### src/stepper_jog_speed_ramp_unit_assert.svh
// assertion macros for the ramp unit modules, included by the queue
`ifndef STEPPER_JOG_SPEED_RAMP_UNIT_ASSERT_SVH
`define STEPPER_JOG_SPEED_RAMP_UNIT_ASSERT_SVH

// same-cycle implication, sampled on clk, off while rst_n is low
`define SJSR_ASSERT_IMPLIES(label, ante, cons) \
    label: assert property (@(posedge clk) disable iff (!rst_n) (ante) |-> (cons)) \
        else $error("sjsr: assertion failed");

// next-cycle implication, sampled on clk, off while rst_n is low
`define SJSR_ASSERT_NEXT(label, ante, cons) \
    label: assert property (@(posedge clk) disable iff (!rst_n) (ante) |=> (cons)) \
        else $error("sjsr: assertion failed");

`endif

### src/sjsr_pkg.sv
`default_nettype none

package sjsr_pkg;

    localparam int SPEED_FRAC_BITS = 16;
    localparam int POSITION_BITS   = 24;

    localparam int MS_W       = 8;
    localparam int POS_W      = POSITION_BITS;
    localparam int SPD_W      = 24;
    localparam int RPM_W      = 14;
    localparam int RATE_W     = 24;
    localparam int HALF_W     = 20;
    localparam int RAMP_W     = 23;
    localparam int FRPM_W     = 12;
    localparam int SPR_W      = 16;
    localparam int THR_W      = 24;
    localparam int CFG_IDX_W  = 3;
    localparam int CFG_DATA_W = 24;

    localparam int PROD_W = MS_W + RAMP_W;
    localparam int SUM_W  = PROD_W + 2;

    localparam int DVD_W   = SPD_W + FRPM_W;
    localparam int DSR_W   = RATE_W;
    localparam int QUO_W   = RATE_W;
    localparam int DSH_W   = DSR_W + QUO_W;
    localparam int CNT_W   = $clog2(QUO_W + 1);
    localparam int RPM_Q_W = 13;

    // rounded-up reciprocals, exact over the product ranges they see
    localparam int RPM_Y_W        = DVD_W - SPEED_FRAC_BITS;
    localparam int RATE_Z_W       = RPM_Q_W + SPR_W;
    localparam int HUND_RECIP_SH  = 26;
    localparam int HUND_RECIP_W   = 20;
    localparam int SIXTY_RECIP_SH = 35;
    localparam int SIXTY_RECIP_W  = 30;
    localparam int REC1_W         = RPM_Y_W + HUND_RECIP_W;
    localparam int REC2_W         = RATE_Z_W + SIXTY_RECIP_W;

    localparam logic [HUND_RECIP_W-1:0] HUND_RECIP =
        HUND_RECIP_W'(((longint'(1) << HUND_RECIP_SH) + 99) / 100);
    localparam logic [SIXTY_RECIP_W-1:0] SIXTY_RECIP =
        SIXTY_RECIP_W'(((longint'(1) << SIXTY_RECIP_SH) + 59) / 60);

    localparam int Q_DEPTH = 2;
    localparam int Q_PTR_W = $clog2(Q_DEPTH);
    localparam int Q_CNT_W = $clog2(Q_DEPTH + 1);

    localparam logic signed [SPD_W-1:0] SPD_HUND  = SPD_W'(100 << SPEED_FRAC_BITS);
    localparam logic signed [SPD_W-1:0] SPD_NHUND = -SPD_HUND;
    localparam logic signed [SPD_W-1:0] SPD_ONE   = SPD_W'(1 << SPEED_FRAC_BITS);
    localparam logic signed [SPD_W-1:0] SPD_NONE  = -SPD_ONE;
    localparam logic [SPD_W-1:0]        MAG_ONE   = SPD_W'(1 << SPEED_FRAC_BITS);

    localparam logic [DVD_W-1:0] US_PER_SEC = DVD_W'(1000000);

    localparam logic [CNT_W-1:0] N_HALF = CNT_W'(HALF_W);

    localparam logic [HALF_W-1:0] HALF_NEAR_STOP = HALF_W'(1000);
    localparam logic [HALF_W-1:0] HALF_SAT       = HALF_W'(1000000);

    localparam logic [RATE_W-1:0] RATE_LIM_POS = {1'b0, {(RATE_W-1){1'b1}}};
    localparam logic [RATE_W-1:0] RATE_LIM_NEG = {1'b1, {(RATE_W-1){1'b0}}};

    typedef enum logic [CFG_IDX_W-1:0] {
        CFG_ACCEL_RATE,
        CFG_DECEL_RATE,
        CFG_FULL_RPM,
        CFG_STEPS_PER_REV,
        CFG_UPPER_SLOW,
        CFG_LOWER_SLOW,
        CFG_MAX_TRAVEL
    } cfg_idx_t;

    typedef struct packed {
        logic [RAMP_W-1:0]       accel_rate;
        logic [RAMP_W-1:0]       decel_rate;
        logic [FRPM_W-1:0]       full_rpm;
        logic [SPR_W-1:0]        steps_per_rev;
        logic signed [THR_W-1:0] upper_slow_steps;
        logic signed [THR_W-1:0] lower_slow_steps;
        logic signed [THR_W-1:0] max_travel_steps;
    } cfg_t;

    typedef struct packed {
        logic signed [SPD_W-1:0] speed;
        logic                    datum;
        logic                    homed;
        logic                    clr;
    } ramp_item_t;

    typedef struct packed {
        logic             start;
        logic [DVD_W-1:0] dividend;
        logic [DSR_W-1:0] divisor;
        logic [CNT_W-1:0] nbits;
    } div_req_t;

    typedef struct packed {
        logic             done;
        logic [QUO_W-1:0] quotient;
    } div_rsp_t;

    function automatic logic signed [SPD_W-1:0] sat_spd(input logic signed [SUM_W-1:0] v);
        logic [SUM_W-SPD_W:0] top;
        top = v[SUM_W-1:SPD_W-1];
        if (top == '0 || top == '1)
        begin
            return v[SPD_W-1:0];
        end
        else if (v[SUM_W-1])
        begin
            return {1'b1, {(SPD_W-1){1'b0}}};
        end
        else
        begin
            return {1'b0, {(SPD_W-1){1'b1}}};
        end
    endfunction

endpackage

`default_nettype wire

### src/sjsr_if.sv
`default_nettype none

interface sjsr_in_if import sjsr_pkg::*; ();
    logic                    valid;
    logic                    ready;
    logic [MS_W-1:0]         elapsed_ms;
    logic                    jog_forward;
    logic                    jog_reverse;
    logic                    datum_switch;
    logic signed [POS_W-1:0] position_steps;

    modport source (
        output valid, elapsed_ms, jog_forward, jog_reverse, datum_switch, position_steps,
        input  ready
    );
    modport sink (
        input  valid, elapsed_ms, jog_forward, jog_reverse, datum_switch, position_steps,
        output ready
    );
endinterface

interface sjsr_out_if import sjsr_pkg::*; ();
    logic                     valid;
    logic                     ready;
    logic signed [SPD_W-1:0]  speed_pct;
    logic signed [RPM_W-1:0]  motor_rpm;
    logic signed [RATE_W-1:0] step_rate;
    logic [HALF_W-1:0]        half_period_us;
    logic                     run_cw;
    logic                     run_ccw;
    logic                     homed;
    logic                     clear_position;

    modport source (
        output valid, speed_pct, motor_rpm, step_rate, half_period_us,
               run_cw, run_ccw, homed, clear_position,
        input  ready
    );
    modport sink (
        input  valid, speed_pct, motor_rpm, step_rate, half_period_us,
               run_cw, run_ccw, homed, clear_position,
        output ready
    );
endinterface

`default_nettype wire

### src/sjsr_front.sv
`default_nettype none

module sjsr_front import sjsr_pkg::*; (
    input  logic       clk,
    input  logic       rst_n,
    input  cfg_t       cfg,
    sjsr_in_if.sink    tick,
    output logic       push,
    output ramp_item_t push_data,
    input  logic       full
);

    typedef enum logic [2:0] {
        F_IDLE,
        F_CALC,
        F_RAMP_F,
        F_RAMP_R,
        F_DECAY_P,
        F_DECAY_N,
        F_PUSH
    } fstate_t;

    fstate_t                 state_reg;
    logic [MS_W-1:0]         ms_reg;
    logic                    fwd_reg;
    logic                    rev_reg;
    logic                    ds_reg;
    logic signed [POS_W-1:0] pos_reg;
    logic signed [SPD_W-1:0] speed_reg;
    logic                    homed_reg;
    logic signed [SPD_W-1:0] work_reg;
    logic [PROD_W-1:0]       add_reg;
    logic [PROD_W-1:0]       sub_reg;
    logic                    clr_reg;
    logic                    over_reg;
    logic                    low_reg;
    logic                    slow_reg;
    logic                    dec_reg;

    logic                    clr;
    logic                    homed_new;
    logic signed [POS_W-1:0] pos_eff;
    logic                    over;
    logic                    low;
    logic                    slow;
    logic                    spd_pos;
    logic                    work_pos;
    logic                    dec;
    logic signed [SUM_W-1:0] sum_up;
    logic signed [SUM_W-1:0] sum_dn;
    logic signed [SUM_W-1:0] dec_sub;
    logic signed [SUM_W-1:0] dec_add;
    logic signed [SPD_W-1:0] work_next;

    always_comb
    begin
        clr       = fwd_reg & ~ds_reg;
        homed_new = homed_reg | clr;
        pos_eff   = clr ? POS_W'(0) : pos_reg;
        over      = pos_eff > cfg.max_travel_steps;
        low       = !homed_new || (fwd_reg && pos_eff < cfg.lower_slow_steps) ||
                    (rev_reg && pos_eff > cfg.upper_slow_steps);
        spd_pos   = !speed_reg[SPD_W-1] && (speed_reg != SPD_W'(0));
        slow      = (spd_pos && !fwd_reg) || (speed_reg[SPD_W-1] && !rev_reg);
        work_pos  = !work_reg[SPD_W-1] && (work_reg != SPD_W'(0));
        dec       = (!fwd_reg && !rev_reg) || slow_reg ||
                    (low_reg && (work_reg > SPD_HUND || work_reg < SPD_NHUND));
        sum_up    = SUM_W'(work_reg) + SUM_W'(add_reg);
        sum_dn    = SUM_W'(work_reg) - SUM_W'(add_reg);
        dec_sub   = SUM_W'(work_reg) - SUM_W'(sub_reg);
        dec_add   = SUM_W'(work_reg) + SUM_W'(sub_reg);

        work_next = work_reg;
        if (dec_reg && work_reg[SPD_W-1])
        begin
            work_next = (work_reg > SPD_NONE) ? SPD_W'(0) : sat_spd(dec_add);
        end
        if (over_reg && rev_reg && homed_reg)
        begin
            work_next = SPD_W'(0);
        end
    end

    assign tick.ready = (state_reg == F_IDLE);
    assign push       = (state_reg == F_PUSH) && !full;

    always_comb
    begin
        push_data.speed = work_reg;
        push_data.datum = ds_reg;
        push_data.homed = homed_reg;
        push_data.clr   = clr_reg;
    end

    always_ff @(posedge clk or negedge rst_n)
    begin
        if (!rst_n)
        begin
            state_reg <= F_IDLE;
            speed_reg <= '0;
            homed_reg <= 1'b0;
        end
        else
        begin
            unique case (state_reg)
                F_IDLE:
                begin
                    if (tick.valid)
                    begin
                        ms_reg    <= tick.elapsed_ms;
                        fwd_reg   <= tick.jog_forward;
                        rev_reg   <= tick.jog_reverse;
                        ds_reg    <= tick.datum_switch;
                        pos_reg   <= tick.position_steps;
                        state_reg <= F_CALC;
                    end
                end
                F_CALC:
                begin
                    add_reg   <= PROD_W'(ms_reg) * PROD_W'(cfg.accel_rate);
                    sub_reg   <= PROD_W'(ms_reg) * PROD_W'(cfg.decel_rate);
                    clr_reg   <= clr;
                    homed_reg <= homed_new;
                    over_reg  <= over;
                    low_reg   <= low;
                    slow_reg  <= slow;
                    work_reg  <= speed_reg;
                    state_reg <= F_RAMP_F;
                end
                F_RAMP_F:
                begin
                    if (fwd_reg && work_reg < SPD_HUND)
                    begin
                        work_reg <= sat_spd(sum_up);
                    end
                    state_reg <= F_RAMP_R;
                end
                F_RAMP_R:
                begin
                    if (rev_reg && work_reg > SPD_NHUND && (!low_reg || work_reg < SPD_HUND))
                    begin
                        work_reg <= sat_spd(sum_dn);
                    end
                    state_reg <= F_DECAY_P;
                end
                F_DECAY_P:
                begin
                    dec_reg <= dec;
                    if (dec && work_pos)
                    begin
                        work_reg <= (work_reg < SPD_ONE) ? SPD_W'(0) : sat_spd(dec_sub);
                    end
                    state_reg <= F_DECAY_N;
                end
                F_DECAY_N:
                begin
                    work_reg  <= work_next;
                    speed_reg <= work_next;
                    state_reg <= F_PUSH;
                end
                F_PUSH:
                begin
                    if (!full)
                    begin
                        state_reg <= F_IDLE;
                    end
                end
                default:
                begin
                    state_reg <= F_IDLE;
                end
            endcase
        end
    end

endmodule

`default_nettype wire

### src/sjsr_queue.sv
`default_nettype none
`include "stepper_jog_speed_ramp_unit_assert.svh"

module sjsr_queue import sjsr_pkg::*; (
    input  logic       clk,
    input  logic       rst_n,
    input  logic       push,
    input  ramp_item_t push_data,
    output logic       full,
    input  logic       pop,
    output ramp_item_t pop_data,
    output logic       empty
);

    ramp_item_t         mem [Q_DEPTH];
    logic [Q_PTR_W-1:0] wr_ptr_reg;
    logic [Q_PTR_W-1:0] rd_ptr_reg;
    logic [Q_CNT_W-1:0] count_reg;

    assign full     = (count_reg == Q_CNT_W'(Q_DEPTH));
    assign empty    = (count_reg == Q_CNT_W'(0));
    assign pop_data = mem[rd_ptr_reg];

    always_ff @(posedge clk)
    begin
        if (push)
        begin
            mem[wr_ptr_reg] <= push_data;
        end
    end

    always_ff @(posedge clk or negedge rst_n)
    begin
        if (!rst_n)
        begin
            wr_ptr_reg <= '0;
            rd_ptr_reg <= '0;
            count_reg  <= '0;
        end
        else
        begin
            if (push)
            begin
                wr_ptr_reg <= (wr_ptr_reg == Q_PTR_W'(Q_DEPTH - 1)) ? '0 : wr_ptr_reg + 1'b1;
            end
            if (pop)
            begin
                rd_ptr_reg <= (rd_ptr_reg == Q_PTR_W'(Q_DEPTH - 1)) ? '0 : rd_ptr_reg + 1'b1;
            end
            if (push && !pop)
            begin
                count_reg <= count_reg + 1'b1;
            end
            else if (pop && !push)
            begin
                count_reg <= count_reg - 1'b1;
            end
        end
    end

    `SJSR_ASSERT_IMPLIES(a_no_push_when_full, push, !full)
    `SJSR_ASSERT_IMPLIES(a_no_pop_when_empty, pop, !empty)
    `SJSR_ASSERT_NEXT(a_push_leaves_entry, push && !pop, !empty)
    `SJSR_ASSERT_NEXT(a_pop_drops_count, pop && !push, count_reg == $past(count_reg) - 1'b1)

endmodule

`default_nettype wire

### src/sjsr_div.sv
`default_nettype none

module sjsr_div import sjsr_pkg::*; (
    input  logic     clk,
    input  logic     rst_n,
    input  div_req_t req,
    output div_rsp_t rsp
);

    logic [DVD_W-1:0] rem_reg;
    logic [DSH_W-1:0] dsh_reg;
    logic [QUO_W-1:0] quo_reg;
    logic [CNT_W-1:0] cnt_reg;
    logic             busy_reg;
    logic             done_reg;

    logic             ge;
    logic [DVD_W-1:0] rem_diff;

    assign ge       = DSH_W'(rem_reg) >= dsh_reg;
    assign rem_diff = rem_reg - dsh_reg[DVD_W-1:0];

    assign rsp.done     = done_reg;
    assign rsp.quotient = quo_reg;

    always_ff @(posedge clk or negedge rst_n)
    begin
        if (!rst_n)
        begin
            cnt_reg  <= '0;
            busy_reg <= 1'b0;
            done_reg <= 1'b0;
        end
        else
        begin
            done_reg <= 1'b0;
            if (req.start)
            begin
                rem_reg  <= req.dividend;
                dsh_reg  <= DSH_W'(req.divisor) << (req.nbits - 1'b1);
                quo_reg  <= '0;
                cnt_reg  <= req.nbits;
                busy_reg <= 1'b1;
            end
            else if (busy_reg)
            begin
                if (ge)
                begin
                    rem_reg <= rem_diff;
                end
                quo_reg <= {quo_reg[QUO_W-2:0], ge};
                dsh_reg <= dsh_reg >> 1;
                cnt_reg <= cnt_reg - 1'b1;
                if (cnt_reg == CNT_W'(1))
                begin
                    busy_reg <= 1'b0;
                    done_reg <= 1'b1;
                end
            end
        end
    end

endmodule

`default_nettype wire

### src/sjsr_back.sv
`default_nettype none

module sjsr_back import sjsr_pkg::*; (
    input  logic       clk,
    input  logic       rst_n,
    input  cfg_t       cfg,
    output logic       pop,
    input  ramp_item_t pop_data,
    input  logic       empty,
    sjsr_out_if.source result
);

    typedef enum logic [2:0] {
        B_IDLE,
        B_MUL1,
        B_REC1,
        B_MUL2,
        B_REC2,
        B_SAT,
        B_DIV3,
        B_DONE
    } bstate_t;

    bstate_t                  state_reg;
    ramp_item_t               item_reg;
    div_req_t                 req_reg;
    div_rsp_t                 rsp;
    logic [DVD_W-1:0]         prod_reg;
    logic [RPM_Q_W-1:0]       rpm_mag_reg;
    logic [QUO_W-1:0]         rate_mag_reg;
    logic signed [RPM_W-1:0]  rpm_res_reg;
    logic signed [RATE_W-1:0] rate_res_reg;
    logic [HALF_W-1:0]        half_reg;

    logic                     out_valid_reg;
    logic signed [SPD_W-1:0]  o_speed_reg;
    logic signed [RPM_W-1:0]  o_rpm_reg;
    logic signed [RATE_W-1:0] o_rate_reg;
    logic [HALF_W-1:0]        o_half_reg;
    logic                     o_cw_reg;
    logic                     o_ccw_reg;
    logic                     o_homed_reg;
    logic                     o_clr_reg;

    logic                     neg;
    logic [SPD_W-1:0]         smag;
    logic [DVD_W-1:0]         prod1;
    logic [DVD_W-1:0]         prod2;
    logic [REC1_W-1:0]        rec1;
    logic [REC2_W-1:0]        rec2;
    logic [RATE_W-1:0]        rate_lim;
    logic [RATE_W-1:0]        rate_abs;
    logic signed [RATE_W-1:0] rate_signed;
    logic signed [RPM_W-1:0]  rpm_signed;
    logic                     big;
    logic                     spd_pos;

    sjsr_div u_div (
        .clk   (clk),
        .rst_n (rst_n),
        .req   (req_reg),
        .rsp   (rsp)
    );

    always_comb
    begin
        neg         = item_reg.speed[SPD_W-1];
        smag        = neg ? (~item_reg.speed + 1'b1) : item_reg.speed;
        prod1       = DVD_W'(smag) * DVD_W'(cfg.full_rpm);
        prod2       = DVD_W'(rpm_mag_reg) * DVD_W'(cfg.steps_per_rev);
        // divide by 100 after dropping the fraction bits, then by 60
        rec1        = REC1_W'(prod_reg[DVD_W-1:SPEED_FRAC_BITS]) * REC1_W'(HUND_RECIP);
        rec2        = REC2_W'(prod_reg[RATE_Z_W-1:0]) * REC2_W'(SIXTY_RECIP);
        rate_lim    = neg ? RATE_LIM_NEG : RATE_LIM_POS;
        rate_abs    = (rate_mag_reg > rate_lim) ? rate_lim : rate_mag_reg;
        rate_signed = neg ? (~rate_abs + 1'b1) : rate_abs;
        rpm_signed  = neg ? (~RPM_W'(rpm_mag_reg) + 1'b1) : RPM_W'(rpm_mag_reg);
        big         = smag >= MAG_ONE;
        spd_pos     = !neg && (item_reg.speed != SPD_W'(0));
    end

    assign pop = (state_reg == B_IDLE) && !empty;

    assign result.valid          = out_valid_reg;
    assign result.speed_pct      = o_speed_reg;
    assign result.motor_rpm      = o_rpm_reg;
    assign result.step_rate      = o_rate_reg;
    assign result.half_period_us = o_half_reg;
    assign result.run_cw         = o_cw_reg;
    assign result.run_ccw        = o_ccw_reg;
    assign result.homed          = o_homed_reg;
    assign result.clear_position = o_clr_reg;

    always_ff @(posedge clk or negedge rst_n)
    begin
        if (!rst_n)
        begin
            state_reg     <= B_IDLE;
            req_reg       <= '0;
            out_valid_reg <= 1'b0;
        end
        else
        begin
            req_reg.start <= 1'b0;
            if (out_valid_reg && result.ready)
            begin
                out_valid_reg <= 1'b0;
            end
            unique case (state_reg)
                B_IDLE:
                begin
                    if (!empty)
                    begin
                        item_reg  <= pop_data;
                        state_reg <= B_MUL1;
                    end
                end
                B_MUL1:
                begin
                    prod_reg  <= prod1;
                    state_reg <= B_REC1;
                end
                B_REC1:
                begin
                    rpm_mag_reg <= rec1[HUND_RECIP_SH +: RPM_Q_W];
                    state_reg   <= B_MUL2;
                end
                B_MUL2:
                begin
                    prod_reg  <= prod2;
                    state_reg <= B_REC2;
                end
                B_REC2:
                begin
                    rate_mag_reg <= rec2[SIXTY_RECIP_SH +: QUO_W];
                    state_reg    <= B_SAT;
                end
                B_SAT:
                begin
                    rpm_res_reg  <= rpm_signed;
                    rate_res_reg <= rate_signed;
                    if (!big)
                    begin
                        half_reg  <= HALF_NEAR_STOP;
                        state_reg <= B_DONE;
                    end
                    else if (rate_abs == RATE_W'(0))
                    begin
                        half_reg  <= HALF_SAT;
                        state_reg <= B_DONE;
                    end
                    else
                    begin
                        req_reg.start    <= 1'b1;
                        req_reg.dividend <= US_PER_SEC;
                        req_reg.divisor  <= DSR_W'(rate_abs);
                        req_reg.nbits    <= N_HALF;
                        state_reg        <= B_DIV3;
                    end
                end
                B_DIV3:
                begin
                    if (rsp.done)
                    begin
                        half_reg  <= rsp.quotient[HALF_W-1:0];
                        state_reg <= B_DONE;
                    end
                end
                B_DONE:
                begin
                    if (!out_valid_reg || result.ready)
                    begin
                        o_speed_reg   <= item_reg.speed;
                        o_rpm_reg     <= rpm_res_reg;
                        o_rate_reg    <= rate_res_reg;
                        o_half_reg    <= half_reg;
                        o_cw_reg      <= item_reg.datum && spd_pos;
                        o_ccw_reg     <= neg;
                        o_homed_reg   <= item_reg.homed;
                        o_clr_reg     <= item_reg.clr;
                        out_valid_reg <= 1'b1;
                        state_reg     <= B_IDLE;
                    end
                end
                default:
                begin
                    state_reg <= B_IDLE;
                end
            endcase
        end
    end

endmodule

`default_nettype wire

### src/stepper_jog_speed_ramp_unit.sv
// front end: takes a tick only when idle, ramps the speed and pushes one item into the two-entry
// queue, waiting while it is full; back end: pops one item at a time, finds rpm and step rate and,
// at one percent or more with a nonzero rate, the half period with the 20-bit bit-serial divider;
// below one percent or at zero rate the divider is skipped, and the result waits for result ready
// reset: asynchronous active-low rst_n clears speed, homed flag, queue, state machines,
// output valid, and loads the configuration registers with their defaults
`default_nettype none

module stepper_jog_speed_ramp_unit import sjsr_pkg::*; (
    input  logic                  clk,
    input  logic                  rst_n,
    input  logic                  cfg_we,
    input  logic [CFG_IDX_W-1:0]  cfg_index,
    input  logic [CFG_DATA_W-1:0] cfg_data,
    sjsr_in_if.sink               tick,
    sjsr_out_if.source            result
);

    cfg_t       cfg_reg;
    logic       push;
    ramp_item_t push_data;
    logic       full;
    logic       pop;
    ramp_item_t pop_data;
    logic       empty;

    always_ff @(posedge clk or negedge rst_n)
    begin
        if (!rst_n)
        begin
            cfg_reg.accel_rate       <= RAMP_W'(8192);
            cfg_reg.decel_rate       <= RAMP_W'(8192);
            cfg_reg.full_rpm         <= FRPM_W'(400);
            cfg_reg.steps_per_rev    <= SPR_W'(3200);
            cfg_reg.upper_slow_steps <= THR_W'(127909);
            cfg_reg.lower_slow_steps <= THR_W'(15989);
            cfg_reg.max_travel_steps <= THR_W'(142941);
        end
        else if (cfg_we)
        begin
            unique case (cfg_index)
                CFG_ACCEL_RATE:    cfg_reg.accel_rate       <= cfg_data[RAMP_W-1:0];
                CFG_DECEL_RATE:    cfg_reg.decel_rate       <= cfg_data[RAMP_W-1:0];
                CFG_FULL_RPM:      cfg_reg.full_rpm         <= cfg_data[FRPM_W-1:0];
                CFG_STEPS_PER_REV: cfg_reg.steps_per_rev    <= cfg_data[SPR_W-1:0];
                CFG_UPPER_SLOW:    cfg_reg.upper_slow_steps <= cfg_data[THR_W-1:0];
                CFG_LOWER_SLOW:    cfg_reg.lower_slow_steps <= cfg_data[THR_W-1:0];
                CFG_MAX_TRAVEL:    cfg_reg.max_travel_steps <= cfg_data[THR_W-1:0];
                default:
                begin
                end
            endcase
        end
    end

    sjsr_front u_front (
        .clk       (clk),
        .rst_n     (rst_n),
        .cfg       (cfg_reg),
        .tick      (tick),
        .push      (push),
        .push_data (push_data),
        .full      (full)
    );

    sjsr_queue u_queue (
        .clk       (clk),
        .rst_n     (rst_n),
        .push      (push),
        .push_data (push_data),
        .full      (full),
        .pop       (pop),
        .pop_data  (pop_data),
        .empty     (empty)
    );

    sjsr_back u_back (
        .clk      (clk),
        .rst_n    (rst_n),
        .cfg      (cfg_reg),
        .pop      (pop),
        .pop_data (pop_data),
        .empty    (empty),
        .result   (result)
    );

endmodule

`default_nettype wire
### src/flat_wrapper.sv
// flat-port wrapper written by rule: the top's interface ports become plain ports
module stepper_jog_speed_ramp_unit_flat import sjsr_pkg::*;
  (clk, rst_n, cfg_we, cfg_index, cfg_data, tick_valid, tick_elapsed_ms, tick_jog_forward, tick_jog_reverse, tick_datum_switch, tick_position_steps, tick_ready, result_valid, result_speed_pct, result_motor_rpm, result_step_rate, result_half_period_us, result_run_cw, result_run_ccw, result_homed, result_clear_position, result_ready);
  sjsr_in_if tick_i ();
  sjsr_out_if result_i ();
  input  logic clk;
  input  logic rst_n;
  input  logic cfg_we;
  input  logic [CFG_IDX_W-1:0] cfg_index;
  input  logic [CFG_DATA_W-1:0] cfg_data;
  input wire logic [$bits(tick_i.valid)-1:0] tick_valid;
  input wire logic [$bits(tick_i.elapsed_ms)-1:0] tick_elapsed_ms;
  input wire logic [$bits(tick_i.jog_forward)-1:0] tick_jog_forward;
  input wire logic [$bits(tick_i.jog_reverse)-1:0] tick_jog_reverse;
  input wire logic [$bits(tick_i.datum_switch)-1:0] tick_datum_switch;
  input wire logic [$bits(tick_i.position_steps)-1:0] tick_position_steps;
  output wire logic [$bits(tick_i.ready)-1:0] tick_ready;
  output wire logic [$bits(result_i.valid)-1:0] result_valid;
  output wire logic [$bits(result_i.speed_pct)-1:0] result_speed_pct;
  output wire logic [$bits(result_i.motor_rpm)-1:0] result_motor_rpm;
  output wire logic [$bits(result_i.step_rate)-1:0] result_step_rate;
  output wire logic [$bits(result_i.half_period_us)-1:0] result_half_period_us;
  output wire logic [$bits(result_i.run_cw)-1:0] result_run_cw;
  output wire logic [$bits(result_i.run_ccw)-1:0] result_run_ccw;
  output wire logic [$bits(result_i.homed)-1:0] result_homed;
  output wire logic [$bits(result_i.clear_position)-1:0] result_clear_position;
  input wire logic [$bits(result_i.ready)-1:0] result_ready;
  assign tick_i.valid = tick_valid;
  assign tick_i.elapsed_ms = tick_elapsed_ms;
  assign tick_i.jog_forward = tick_jog_forward;
  assign tick_i.jog_reverse = tick_jog_reverse;
  assign tick_i.datum_switch = tick_datum_switch;
  assign tick_i.position_steps = tick_position_steps;
  assign tick_ready = tick_i.ready;
  assign result_valid = result_i.valid;
  assign result_speed_pct = result_i.speed_pct;
  assign result_motor_rpm = result_i.motor_rpm;
  assign result_step_rate = result_i.step_rate;
  assign result_half_period_us = result_i.half_period_us;
  assign result_run_cw = result_i.run_cw;
  assign result_run_ccw = result_i.run_ccw;
  assign result_homed = result_i.homed;
  assign result_clear_position = result_i.clear_position;
  assign result_i.ready = result_ready;
  stepper_jog_speed_ramp_unit u_core (.clk(clk), .rst_n(rst_n), .cfg_we(cfg_we), .cfg_index(cfg_index), .cfg_data(cfg_data), .tick(tick_i), .result(result_i));
endmodule
### config.mk
export PLATFORM = sky130hd
export DESIGN_NAME = stepper_jog_speed_ramp_unit_flat
export DESIGN_NICKNAME = d
export VERILOG_FILES = /design/src/sjsr_pkg.sv /design/src/sjsr_if.sv /design/src/sjsr_front.sv /design/src/sjsr_queue.sv /design/src/sjsr_div.sv /design/src/sjsr_back.sv /design/src/stepper_jog_speed_ramp_unit.sv /design/src/flat_wrapper.sv
export VERILOG_INCLUDE_DIRS = /design/src /design/src/src
export SDC_FILE = /design/constraint.sdc
export NUM_CORES = 2
export LEC_CHECK = 0
export ABC_AREA = 1
export ABC_CLOCK_PERIOD_IN_PS = 12300
export BUFFER_PORTS_ARGS = -buffer_cell sky130_fd_sc_hd__buf_2
export CORE_MARGIN = 2
export CORE_UTILIZATION = 55
export CTS_CLUSTER_SIZE = 30
export DETAILED_ROUTE_END_ITERATION = 10
export PLACE_DENSITY = 0.71
export SYNTH_ARGS = -nofsm -noshare
export SYNTH_HDL_FRONTEND = slang
export SYNTH_SLANG_ARGS = --single-unit
### constraint.sdc
create_clock -name clk -period 12.3 [get_ports clk]
set_clock_uncertainty 0.1 [all_clocks]
set_input_delay 1.23 -clock clk [delete_from_list [all_inputs] [get_ports clk]]
set_output_delay 1.23 -clock clk [all_outputs]
set_load 0.01 [all_outputs]
==> results.md <==
- Status: completed
- H-tree Lvls: 3
- Synth-to-Final Area Change: 6.182%
- Fill count: 14210
- YS warnings: 0
- Post-synth top area cell: fa_1
- Top cell type's share of synthesized area: 20.81%
- Cell count after synthesis: 10680
- Critical Path RT: roughly 13 ns
- Die height: 401.0 µm
- # clock sinks: between 700 and 800
- CTS tree: yes
- Worst min-delay path class: in -> async
- Post-synth top flop: edfxtp_1
- CTS hold repair buffers: 0
- Mapped Avg Cell Area: 8.118 µm²
- Buf/Inv on CP: 8
- Worst-Skew Late Latency: 0.72 ns
- Starting Density: 55.43%
- Global-route wire length before repair: 397200 µm
- Setup TNS: 0 ns
- CTS root buffer: clkbuf_16
- Total gr overflow: 0
- Max reg flops: ~150
- Synth cell types: 65
- Setup crit start kind: flip-flop
- Total GRT Usage: 31.71%
- DIE AREA: 160800 µm²
- Async SR Flop Fraction: 28.98%
- Crit Path Category: reg -> reg
- First-pass DRT Iterations: 6
- Via/cell ratio: ~5.5
- HPWL Detailed: 207400 µm
- Largest cells by area after synthesis: fa_1, edfxtp_1, ha_1, nand2_1, inv_1
- CP endpoint kind: flip-flop
- CTS buffer count: 84
- Max cap viols: 0
- Rows: 145
- Die Span X: 401.0 µm
- Most instantiated library cell after synthesis: nand2_1
- Core area: ~160000 µm²
- RSZ-0062 raised after global routing: false
- Slowest cell on the critical path: xor2_1
- Vias in the first global route: 71080
- Slew Viols, Final: 0
- Crit path largest cell delay: 0.71 ns
- Synthesized cell area: 86680 µm²
- Setup-failing EPs final: 0
- Antenna violations before repair: 16
- Most used cell along the critical path: inv_1
- Min Tclk post-route: 7.463 ns
- Worst-path clk slew: 0.06 ns
- Post CTS Setup Buffer Count: 0
- Net Count, Synth: approximately 13000
- Drt wl/cell: 19.81 µm
- Number of synthesized register bits: 742
- Post-CTS resize count: 0
- Rel. slew slack: 15.86%
- Share of cells above drive strength 1: roughly 4.6%
- Post-route DRC: 0
- Drt first-iter violations: between 5000 and 6000
- Nets: between 10000 and 15000
- Port buffer count: roughly 150
- Via count: approximately 70000
- I/O Pins: 155
- FMAX: 0.1340 GHz
- Max Buffers Root-to-Sink: 3
- Post-synth EDFFs: 527
- Worst Path Max Fanout: 14
- Register area share after synthesis: 24.52%
- Arr. time, crit path: ~7.8 ns
- Top cells by count, synth: nand2_1, inv_1, ha_1, fa_1, nor2_1
- Gpl congestion: 0.9961
- Routed Antenna Nets: 0
- Hold Violations, Final: 0
- Pin count of the biggest net entering global routing: 153
- Post-route clock period utilization: 60.67%
- Drt total wl: ~250000 µm
- CP delay by family, top: adder cells
- Worst slew pin tran: 1.258 ns
cell families (layout without fill, tap and decap cells):
| logic type | after synthesis | after routing | synth area share (%) |
|---|---|---|---|
| multiplexers | 1 | 1 | 0.01155 |
| AND/OR/NAND/NOR | 3866 | 3866 | 17.90 |
| XOR/XNOR | 231 | 231 | 2.334 |
| adder cells (fa/ha/maj) | 1908 | 1908 | 35.34 |
| AO/OA/AOI/OAI | 1282 | 1282 | 8.189 |
| other | 0 | 1 | 0 |
| buffers and inverters | 2648 | 2698 | 11.70 |
| flip-flops | 742 | 742 | 24.52 |
metal layers:
| layer | vias to the layer above | track usage [%] | part of all wire (%) |
|---|---|---|---|
| met5 | - | 0 | 0.0079 |
| met4 | 4 | 15.00 | 5.4 |
| met3 | 519 | 3.481 | 5.6 |
| met2 | 2243 | 53.84 | 48 |
| met1 | 33940 | 40.61 | 41 |
| li1 | 33170 | - | - |
worst register-to-register path: cells and delay by family (launching register included):
kind | cells | cell delay (ns)
flip-flops | 1 | 0.58
XOR/XNOR | 1 | 0.71
adder cells (fa/ha/maj) | 7 | 3.10
AND/OR/NAND/NOR | 9 | 1.05
AO/OA/AOI/OAI | 6 | 1.01
buffers and inverters | 8 | 0.69
cells in the final DEF, fill, tap and decap left out, types with 23 or more instances in the layout:
cell / instances
xor2_1: 162
xnor2_1: 69
a21oi_1: 476
dfrtp_1: 175
inv_1: 2294
o211ai_1: 28
nand3_1: 301
buf_4: 61
nor2_1: 629
o21a_1: 38
edfxtp_1: 527
fa_1: 901
nor3_1: 63
o221ai_1: 25
buf_2: 153
ha_1: 1007
o22ai_1: 36
o21ai_0: 495
clkbuf_16: 86
clkbuf_1: 23
a21o_1: 29
a31oi_1: 56
nand2_1: 2691
dfstp_2: 39
nand4_1: 46
per-stage QoR:
step | worst slack (ns) | std cells | hold WS, ns | utilization [%] | area [µm²]
finish | 4.837 | 12790 | 0.2668 | 58.86 | 92040
global route | 4.241 | 12790 | 0.2605 | 58.85 | 92040
CTS | 4.827 | 12790 | 0.2617 | 58.85 | 92040
detailed placement | 4.826 | 12630 | 0.3045 | 57.03 | 89190
global placement | 4.892 | 12630 | 0.3016 | 57.03 | 89190
floorplan | 4.320 | 10680 | 0.3003 | - | 86680
path summary, 6_finish.rpt:
check,start,endpoint,slack (ns),depth (start not counted)
setup / recovery,u_core.u_back.item_reg[3],u_core.u_back.prod_reg[30],4.84,31
hold / removal,rst_n,u_core.u_back.result.valid,0.27,1
setup reg to reg,u_core.u_back.item_reg[3],u_core.u_back.prod_reg[30],4.84,31
hold reg to reg,u_core.u_back.rate_res_reg[16],u_core.u_back.result.step_rate[16],0.32,0
max in group asynchronous,rst_n,u_core.cfg_reg[104],9.92,3
min in group clk,u_core.u_back.rate_res_reg[16],u_core.u_back.result.step_rate[16],0.32,0
layout make-up:
cell class / instances / area, µm² / area share (%)
well taps: 2058 / 2575 / 2.798
repair buffers: 216 / 1259 / 1.368
inverters: 2324 / 8725 / 9.479
clock buffers: 117 / 2349 / 2.552
multi-input cells: 7288 / 55380 / 60.16
diodes: 1 / 2.502 / 0.002719
clock inverters: 41 / 500.5 / 0.5438
flip-flops and latches: 742 / 21260 / 23.09
Power is not shown: default switching activity piles up to over one toggle a cycle in this logic, so the estimate is an artifact.
